[src/rtl/core/vlrl_pkg.sv]
// Shared constants and types for the vector length rescale and limit block.
package vlrl_pkg;

    localparam int COMPONENT_WIDTH_DEF = 16;
    localparam int FRACTION_BITS_DEF   = 8;
    localparam int QUEUE_DEPTH         = 4;
    localparam int LANES               = 4;

    typedef logic [1:0] opcode_t;

    localparam opcode_t OP_NORMALIZE = 2'd0;
    localparam opcode_t OP_RESCALE   = 2'd1;
    localparam opcode_t OP_LIMIT     = 2'd2;

    typedef struct packed {
        logic zero;
        logic scale;
    } vlrl_flags_t;

endpackage

[src/rtl/core/vlrl_queue.sv]
// Short first-in first-out queue between the front and back pipelines.
module vlrl_queue #(
    parameter int DW    = 8,
    parameter int DEPTH = vlrl_pkg::QUEUE_DEPTH
) (
    input  logic          aclk,
    input  logic          aresetn,
    input  logic          push,
    input  logic [DW-1:0] push_data,
    output logic          in_ready,
    input  logic          pop,
    output logic          out_valid,
    output logic [DW-1:0] out_data
);
    import vlrl_pkg::*;

    localparam int AW = (DEPTH > 1) ? $clog2(DEPTH) : 1;

    logic [DW-1:0] mem [0:DEPTH-1];
    logic [AW-1:0] head_reg, tail_reg;
    logic [AW:0]   count_reg;

    assign in_ready  = count_reg != (AW+1)'(DEPTH);
    assign out_valid = count_reg != '0;
    assign out_data  = mem[head_reg];

    always_ff @(posedge aclk) begin
        if (push) begin
            mem[tail_reg] <= push_data;
        end
    end

    always_ff @(posedge aclk) begin
        if (!aresetn) begin
            head_reg  <= '0;
            tail_reg  <= '0;
            count_reg <= '0;
        end else begin
            if (push) begin
                tail_reg <= (tail_reg == AW'(DEPTH - 1)) ? '0 : tail_reg + 1'b1;
            end
            if (pop) begin
                head_reg <= (head_reg == AW'(DEPTH - 1)) ? '0 : head_reg + 1'b1;
            end
            if (push && !pop) begin
                count_reg <= count_reg + 1'b1;
            end else if (pop && !push) begin
                count_reg <= count_reg - 1'b1;
            end
        end
    end

endmodule

[config.mk]
export PLATFORM = sky130hd
export DESIGN_NAME = vlrl_queue
export DESIGN_NICKNAME = d
export VERILOG_FILES = /design/src/rtl/core/vlrl_pkg.sv /design/src/rtl/core/vlrl_queue.sv
export SDC_FILE = /design/constraint.sdc
export NUM_CORES = 1
export LEC_CHECK = 0
export BUFFER_PORTS_ARGS = -buffer_cell sky130_fd_sc_hd__buf_4
export CORE_MARGIN = 2
export CORE_UTILIZATION = 59
export CTS_CLUSTER_DIAMETER = 60
export DETAILED_ROUTE_END_ITERATION = 8
export GPL_TIMING_DRIVEN = 0
export HOLD_SLACK_MARGIN = 0.08
export PLACE_DENSITY = 0.79
export SLEW_MARGIN = 5
export SYNTH_ARGS = -nofsm -noshare
export SYNTH_HDL_FRONTEND = slang
export SYNTH_SLANG_ARGS = --single-unit
[constraint.sdc]
create_clock -name aclk -period 5.3 [get_ports aclk]
set_clock_uncertainty 0.1 [all_clocks]
set_input_delay 1.06 -clock aclk [delete_from_list [all_inputs] [get_ports aclk]]
set_output_delay 1.06 -clock aclk [all_outputs]
set_load 0.05 [all_outputs]
# Yosys cells after proc, flatten, opt, wreduce, memory -nomap -nowiden
# Memory sizes are Yosys's and may differ from the RTL's. A register that Yosys moved wholly into a read port is not among the register bits.
# Index checks and enable logic that the tools add are counted.
# classes
n_addsub	4
eq_ne	3
muxes	8
n_reduce_logical	6
# ops
cell	n
$mux W2	4
$mux W3	2
$add A2 B1 Y2 const B	2
$eq A2 B2 Y1 const B	2
$add A3 B1 Y3 const B	1
$ne A3 B3 Y1 const B	1
$reduce_bool A3 Y1	1
$sub A3 B1 Y3 const B	1
$logic_and A1 B1 Y1	2
$logic_not A1 Y1	2
$mux W1	2
$reduce_bool A2 Y1	1
# totals
ff_bits	7
mem_bits_rw	32
inputBits	12
mem_count	1
# memory_table
name	depth	word_bits	read_ports	rd_clocked_by_memory_dff	wr	line_no	source
mem	4	8	1	1	1	vlrl_queue.sv:19	logic [DW-1:0] mem [0:DEPTH-1];

# Longest topological paths before layout
# Gate-level depths: netlist of the first run.
# logic_depth
ltp_word	4
ltp_mapped	7

# Worst setup path after synthesis of the first run
# No wires, ideal clock.
# synth_timing
path_type	input-to-reg
startpoint	input port pop
endpoint	register count_reg[2]
setup_ns	0.070
t_arrival_ns	2.252
required_ns	5.130
path_slack_ns	2.878
path_stages	7
n_path_buf	0
cell_sequence	inv_1 -> ha_1 -> inv_1 -> fa_1 -> xor2_1 -> or3_1 -> a21boi_1
# synth_via
elab_chain_cells	3
# synth_lines
item	line_no	source
start: declaration	vlrl_queue.sv:11	input logic pop,
$logic_not A1 Y1	vlrl_queue.sv:45	if (push && !pop) begin
$logic_and A1 B1 Y1	vlrl_queue.sv:45	
$mux W3 or $reduce_bool A2 Y1 (tied branches)	--	
end signal: assignment	vlrl_queue.sv:46	count_reg <= count_reg + 1'b1;
end signal: assignment	vlrl_queue.sv:48	count_reg <= count_reg - 1'b1;
end: declaration	vlrl_queue.sv:21	logic [AW:0] count_reg;
# Several ways; a longest one is shown, not always the timed one.
# A chain may end at the register's enable or synchronous reset.

==> flow_summary.json, run 1 <==
{
  "maxSlewHeadroom_pct": 71.52,
  "yosysTopAreaCellShare_pct": 59.49,
  "rsz0062_at_grt": "no",
  "total_power_uw": 635.1,
  "fmax_mhz": 368.7,
  "drv_cap": 0,
  "fin_cells": 146,
  "reg2reg_depth": 4,
  "die_height_um": 56.33,
  "cts_tree": "built",
  "worstSetupPathType": "reg2out",
  "hold_viol_final": 0,
  "num-nets-final": 134,
  "hpwl_um": 1669,
  "path_clk_slew_ps": 110,
  "core_area_um2": 2545,
  "num_rows": 18,
  "cts_resized": 0,
  "yosysMostFrequentCell": "edfxtp_1",
  "timing.rr.start": "count_reg[0]",
  "synth_area_um2": 1615,
  "largest_reg_flops": 32,
  "slew_viol_final": 0,
  "clock_path_buffers": 2,
  "synth_nets": 106,
  "clk-insertion-delay-late_ps": 340,
  "timing_worst_slew_pin_value_ps": 427.2,
  "hold_path.class": "reg2reg",
  "critPathRequiredTime_ps": 4140,
  "crit_path_end": "out_data[2]",
  "synth_area_per_cell_um2": 18.57,
  "clock-root-buffer": "clkbuf_4",
  "numPlacedInstances": 138,
  "io_pins": 22,
  "track_usage_pct": 17.01,
  "ys_types": 21,
  "ant_nets": 0,
  "grt_max_degree": 12,
  "status": "complete, no violations",
  "drt-pass1-iter-count": 4,
  "grt_overflow": 0,
  "cts-htree-levels": 2,
  "end_kind": "output port",
  "port_buffers": 21,
  "wire_per_inst_um": 15.97,
  "synth-edff-count": 32,
  "critPathMaxFanout": 8,
  "leakagePower_nw": 0.6855,
  "setup_tns_ps": 0,
  "die_x_um": 56.33,
  "dieArea_um2": 3173,
  "cts_sinks": 41,
  "cts_setup_buffers": 0,
  "fin_crit_sh_pct": 51.17,
  "routed_wl_um": 2332,
  "synth.yosys.seq_area_share_pct": 70.64,
  "async_flop_share_pct": 0,
  "r2r-end": "count_reg[2]",
  "peakVddDrop_mv": 0.3112,
  "diodes": 0,
  "grt_pass1_wl_um": 3850,
  "num_vias": 805,
  "viasPerCell": 5.514,
  "ys_ff_latch": 41,
  "power_density_nw_per_um2": 341.6,
  "initial_utilization_pct": 63.47,
  "synthFlopType": "edfxtp_1",
  "drt_iter0_markers": 21,
  "grt_pass1_vias": 836,
  "start_kind": "flip-flop",
  "drive_gt1_share_pct": 31.03,
  "setup_violations": 0,
  "cts-hold-fix-buffers": 0,
  "reg2reg_slack_ps": 3710,
  "gp_congestion": 0.6716,
  "drcViolationCount": 0,
  "crit_arrival_ps": 1550,
  "syn_to_final_growth_pct": 15.10,
  "yosysWarningCount": 0,
  "synth_area_leaders": "edfxtp_1 59%, dfxtp_1 11%, mux4_2 11%",
  "antenna_found_initial": 0,
  "syn_inst": 87,
  "min_period_ps": 2712,
  "cts_made_buffers": 5,
  "synth_common_cells": "32 x edfxtp_1, 9 x dfxtp_1, 8 x mux4_2",
  "synth_top_area_cell": "edfxtp_1"
}
layout make-up:
cell class,instances,area (um2)
buffer,2,16.27
multi-input combinational,40,442.9
fill,157,685.7
tap,30,37.54
timing repair buffer,21,157.7
inverter,4,15.01
sequential,41,1141
clock buffer,8,48.80
how the worst min path moves through the flow:
stage	start	end	slack (ps)	cells after the start
final	count_reg[2]	count_reg[2]	440	2
after global routing	count_reg[2]	count_reg[2]	480	2
after CTS	count_reg[2]	count_reg[2]	440	2
after detailed placement	count_reg[2]	count_reg[2]	430	2
after global placement	count_reg[2]	count_reg[2]	380	2
after floorplan	count_reg[2]	count_reg[2]	370	2
critical path: stages (launching register included):
cell     delay (ps)
dfxtp_1         340
buf_6           160
mux4_2          520
buf_4           210
cell usage in the layout (no fill, tap or decap):
cell type | netlist | routed
nor2_1 | 2 | 2
mux4_2 | 8 | 8
edfxtp_1 | 32 | 32
fa_1 | 1 | 1
clkbuf_4 | 0 | 5
dfxtp_1 | 9 | 9
inv_1 | 4 | 4
nand2_1 | 1 | 1
a21oi_1 | 1 | 1
ha_1 | 6 | 6
buf_6 | 1 | 1
o21a_1 | 1 | 1
xnor2_1 | 1 | 1
a21boi_1 | 1 | 1
clkbuf_1 | 0 | 3
buf_4 | 0 | 21
and2_1 | 5 | 5
or3_1 | 2 | 2
nor3b_1 | 2 | 2
mux2i_1 | 3 | 3
o21ai_0 | 1 | 1
nor2b_1 | 4 | 4
xor2_1 | 1 | 1
clkbuf_2 | 1 | 1
stage by stage:
stage	hold WS, ps	utilization, %	cell area [um2]	setup WS, ps
finish	438.1	73.06	1859	2588
CTS	445.0	73.06	1859	2570
floorplan	365.1	-	1615	2878
global route	484.7	73.06	1859	2503
detailed placement	426.4	71.14	1810	2640
global placement	381.9	71.14	1810	2687
cells by family (layout without fill, tap and decap cells):
group,after synthesis,in the layout,share of synthesized area [%]
DFF,41,41,70.64
and+or+nand+nor,16,16,5.886
muxes,11,11,13.01
adders and majority gates,7,7,5.887
buffers and inverters,6,35,1.936
AOI/OAI and AO/OA,4,4,1.549
xor gates and xnor gates,2,2,1.085
layer usage:
layer	up-vias	track usage, %	share of wire, %
met3	5	6.452	5.1
met4	0	8.163	2.1
li1	385	-	-
met2	21	27.56	52
met5	-	0	0
met1	394	20.03	40
where the power goes:
part	internal [mW]	switching, mW	total (mW)
Combinational	0.0472	0.0730	0.120
Sequential	0.364	0.00932	0.373
Clock	0.0529	0.0887	0.142
No activity file was read; power rests on OpenSTA's default activity.
==> run 2, diff against run 1 <==
CORE_UTILIZATION = 50   (was 59)
PLACE_DENSITY = 0.71   (was 0.79)
clock period = 2.2 ns   (was 5.3 ns; I/O delays follow)
==> flow_summary.json, run 2 (synthesis gave the netlist of run 1 again) <==
{
  "cp_cell_sequence": "buf_6 -> mux4_2 -> buf_4",
  "numPlacedInstances": 152,
  "num_rows": 20,
  "clock-root-buffer": "clkbuf_4",
  "routed_wl_um": 2532,
  "syn_to_final_growth_pct": 16.58,
  "initial_utilization_pct": 52.91,
  "drcViolationCount": 0,
  "io_pins": 22,
  "core_area_um2": 3053,
  "drt-pass1-iter-count": 2,
  "hold_path.class": "in2reg",
  "slew_viol_final": 0,
  "hold_viol_final": 0,
  "clk-insertion-delay-late_ps": 340,
  "clock_path_buffers": 2,
  "ant_nets": 0,
  "peakVddDrop_mv": 0.4617,
  "rsz0062_at_grt": "no",
  "final_common_cell": "edfxtp_1",
  "cts_made_buffers": 5,
  "maxSlewHeadroom_pct": 69.07,
  "grt_max_degree": 13,
  "viasPerCell": 5.138,
  "cp_slowest_cell": "mux4_2",
  "cts_setup_buffers": 0,
  "end_kind": "output port",
  "antenna_found_initial": 0,
  "crit_arrival_ps": 1590,
  "setup_tns_ps": 0,
  "cts_tree": "built",
  "num_vias": 822,
  "die_x_um": 60.84,
  "track_usage_pct": 16.95,
  "dieArea_um2": 3702,
  "start_kind": "flip-flop",
  "port_buffers": 21,
  "min_period_ps": 2130,
  "layout_common_cells": "32 x edfxtp_1, 20 x buf_4, 9 x dfxtp_1",
  "cts_sinks": 41,
  "grt_pass1_wl_um": 4167,
  "hpwl_um": 1836,
  "critPathRequiredTime_ps": 1660,
  "fin_ws_ps": 70.23,
  "die_height_um": 60.84,
  "worstSetupPathType": "reg2out",
  "leakagePower_nw": 0.6922,
  "drv_cap": 0,
  "setup_violations": 0,
  "diodes": 0,
  "critPathMaxFanout": 8,
  "place_ws_ps": 152.7,
  "timing_worst_slew_pin_value_ps": 464.0,
  "fin_cells": 160,
  "gp_congestion": 0.6361,
  "power_density_nw_per_um2": 818.2,
  "num-fill-cells": 267,
  "fmax_mhz": 469.5,
  "critPathTopFamily": "multiplexers",
  "path_clk_slew_ps": 110,
  "drive_gt1_share_pct": 32.76,
  "cpPeakStageDelay_ps": 530,
  "cts-htree-levels": 2,
  "timing.critical_path.buf_inv": 2,
  "largest_reg_flops": 32,
  "grt_pass1_vias": 883,
  "status": "complete, no violations",
  "fin_crit_sh_pct": 96.81,
  "wire_per_inst_um": 15.83,
  "drt_iter0_markers": 19,
  "final_util_pct": 61.68,
  "grt_overflow": 0,
  "num-nets-final": 134
}
[run 2: changes by cell type in the layout (fill, tap and decap cells not counted), sizes merged]
| cell | change |
|---|---|
| clkbuf | -2 |
| clkinv | +2 |
[run 2: through the flow]
| stage | cell area (um2) | hold WS, ps | power (mW) |
|---|---|---|---|
| 6_report | 1883 | 190.8 | 1.541 |
| 5_1_grt | 1883 | 165.8 | 1.614 |
| 4_1_cts | 1879 | 171.8 | 1.552 |
| 3_5_place_dp | 1828 | 417.5 | 1.213 |
| 3_3_place_gp | 1828 | 375.1 | 1.199 |
| 2_1_floorplan | 1615 | 365.1 | 1.120 |
[run 2: worst reg2reg max path, stage by stage, from the launching register on]
cell and delay (ps):
dfxtp_1 370, fa_1 440, xor2_1 160, or3_1 320, a21boi_1 140
[run 2: power breakdown]
part	leakage, nW	internal, mW	switching (mW)
registers	0.368	0.877	0.0214
clock network	0.0320	0.122	0.225
logic	0.292	0.115	0.181
[run 2: what timing repair did]
action | 4_1_cts | 5_1_grt
endpoints found under the setup margin | 0 | 1
hold buffers | 0 | 0
gates resized for setup | 0 | 1
[run 2: layout make-up]
type / instances / area, um2 / area share, %
multi-input combinational: 40 / 442.9 / 23.52
clock buffer: 6 / 41.29 / 2.193
sequential: 41 / 1141 / 60.60
clock inverter: 2 / 10.01 / 0.5316
inverter: 4 / 15.01 / 0.7973
tap: 44 / 55.05 / 2.924
buffer: 2 / 16.27 / 0.8638
timing repair buffer: 21 / 161.4 / 8.571
[run 2: routing by layer]
| layer | track usage, % | wire (um) |
|---|---|---|
| met4 | 7.453 | 54 |
| met2 | 29.80 | 1348 |
| met1 | 18.42 | 1025 |
| met3 | 5.970 | 104 |
| met5 | 0 | 0 |
[run 2: final timing paths]
kind / cells past startpoint / slack (ps) / start / endpoint
worst min register to register: 2 / 430 / count_reg[2] / count_reg[2]
worst min-delay path: 1 / 190 / push_data[1] / mem[1][1]
worst max-delay path: 3 / 70 / flip-flop / out_data[0]
worst max register to register: 4 / 620 / count_reg[0] / count_reg[2]
==> run 3, diff against run 2 <==
CELL_PAD_IN_SITES_DETAIL_PLACEMENT = 0   (was default)
CELL_PAD_IN_SITES_GLOBAL_PLACEMENT = 1   (was default)
CORE_UTILIZATION = 42   (was 50)
PLACE_DENSITY = 0.69   (was 0.71)
==> flow_summary.json, run 3 (synthesis gave the netlist of run 1 again) <==
{
  "status": "complete, no violations",
  "hold-path-cell-count": 1,
  "cp_slowest_cell": "mux4_2",
  "drcViolationCount": 0,
  "end_kind": "output port",
  "clock-root-buffer": "clkbuf_8",
  "cts_resized": 0,
  "cp_cell_sequence": "buf_6 -> mux4_2 -> buf_4",
  "drt_iter0_markers": 17,
  "core_area_um2": 3689,
  "largest_reg_flops": 32,
  "grt_pass1_wl_um": 3919,
  "fin_crit_sh_pct": 92.65,
  "hp-start": "push_data[1]",
  "reg2reg_slack_ps": 630,
  "cts-htree-levels": 2,
  "min_period_ps": 2038,
  "ant_nets": 0,
  "stdcell_area_um2": 1967,
  "maxSlewHeadroom_pct": 71.32,
  "cts_setup_buffers": 0,
  "drv_cap": 0,
  "holdPathEnd": "mem[3][1]",
  "use_met3_pct": 5.111,
  "hpwl_um": 1650,
  "cts_sinks": 41,
  "die_height_um": 66.02,
  "worstSetupPathType": "reg2out",
  "gp_congestion": 0.6383,
  "hold_path.class": "in2reg",
  "antenna_found_initial": 0,
  "hold_slack_ps": 249.6,
  "use_met1_pct": 15.05,
  "layout_common_cells": "32 x edfxtp_1, 21 x buf_4, 9 x dfxtp_1",
  "dieArea_um2": 4358,
  "syn_to_final_growth_pct": 21.77,
  "cts-hold-fix-buffers": 0,
  "num_rows": 22,
  "diodes": 0,
  "slew_viol_final": 0,
  "hold_viol_final": 0,
  "final_common_cell": "edfxtp_1",
  "cpPeakStageDelay_ps": 510,
  "clk-insertion-delay-late_ps": 290,
  "setup_violations": 0,
  "cts_tree": "built",
  "clock_path_buffers": 2,
  "drt-pass1-iter-count": 4,
  "crit_arrival_ps": 1500,
  "num_vias": 790,
  "grt_overflow": 0,
  "critPathRequiredTime_ps": 1660,
  "rsz0062_at_grt": "no",
  "die_x_um": 66.02,
  "viasPerCell": 4.817,
  "reg2reg_depth": 4,
  "routed_wl_um": 2393,
  "path_clk_slew_ps": 70,
  "leakagePower_nw": 0.7270,
  "timing_worst_slew_pin_value_ps": 430.1,
  "place_area_um2": 1833,
  "drive_gt1_share_pct": 33.62,
  "initial_utilization_pct": 43.79,
  "r2r-end": "count_reg[2]",
  "grt_max_degree": 14,
  "io_pins": 22,
  "met2_usage_pct": 21.72,
  "wire_per_inst_um": 14.59,
  "track_usage_pct": 13.04,
  "power_density_nw_per_um2": 956.3,
  "port_buffers": 21,
  "cts_made_buffers": 5,
  "num-nets-final": 134,
  "setup_tns_ps": 0,
  "start_kind": "flip-flop",
  "grt_pass1_vias": 797,
  "fmax_mhz": 490.6,
  "busiest_layer": "met2",
  "critPathMaxFanout": 8,
  "peakVddDrop_mv": 0.5769,
  "timing.rr.start": "count_reg[0]"
}
[run 3: cell count changes in the layout (fill, tap and decap cells not counted), sizes merged]
cell	previous run	this run
bufinv	0	2
clkbuf	7	6
clkinv	2	1
[run 3: how the worst max path moves through the flow]
stage	slack [ps]	cells after the start	end
5_1_grt	80	3	out_data[0]
3_3_place_gp	190	8	count_reg[2]
3_5_place_dp	160	8	count_reg[2]
6_report	160	3	out_data[5]
4_1_cts	130	3	out_data[0]
2_1_floorplan	400	7	count_reg[2]
[run 3: layer usage]
metal | wire, um | part of all wire (%) | vias up
met3 | 122 | 5.1 | 4
met1 | 1034 | 43 | 382
met4 | 46 | 1.9 | 0
met2 | 1190 | 50 | 19
met5 | 0 | 0 | -
li1 | - | - | 385
[run 3: layout make-up]
cell class / count / area, um2
buffer: 2 / 16.27
clock buffer: 5 / 68.82
clock inverter: 3 / 65.06
fill: 325 / 1722
inverter: 4 / 15.01
multi-input combinational: 40 / 442.9
sequential: 41 / 1141
tap: 48 / 60.06
timing repair buffer: 21 / 157.7
[run 3: critical path, delay by kind of cell (launching register included)]
kind | cells | cell delay (ps)
mux | 1 | 510
buf+inv | 2 | 360
flops | 1 | 330
[run 3: through the flow]
| stage | instances | worst slack, ps | util (%) | total power [mW] |
|---|---|---|---|---|
| floorplan | 87 | 398.2 | - | 1.120 |
| CTS | 164 | 133.5 | 53.32 | 1.905 |
| global placement | 156 | 191.1 | 49.69 | 1.204 |
| detailed placement | 156 | 164.6 | 49.69 | 1.211 |
| finish | 164 | 161.8 | 53.32 | 1.881 |
| global route | 164 | 81.33 | 53.32 | 1.963 |
[run 3: where the power goes]
part	internal [mW]	total (mW)	switching [mW]	leakage, nW
combinational	0.114	0.290	0.176	0.291
sequential	0.877	0.898	0.0212	0.368
clock	0.450	0.693	0.243	0.0681
total	1.44	1.88	0.440	0.727
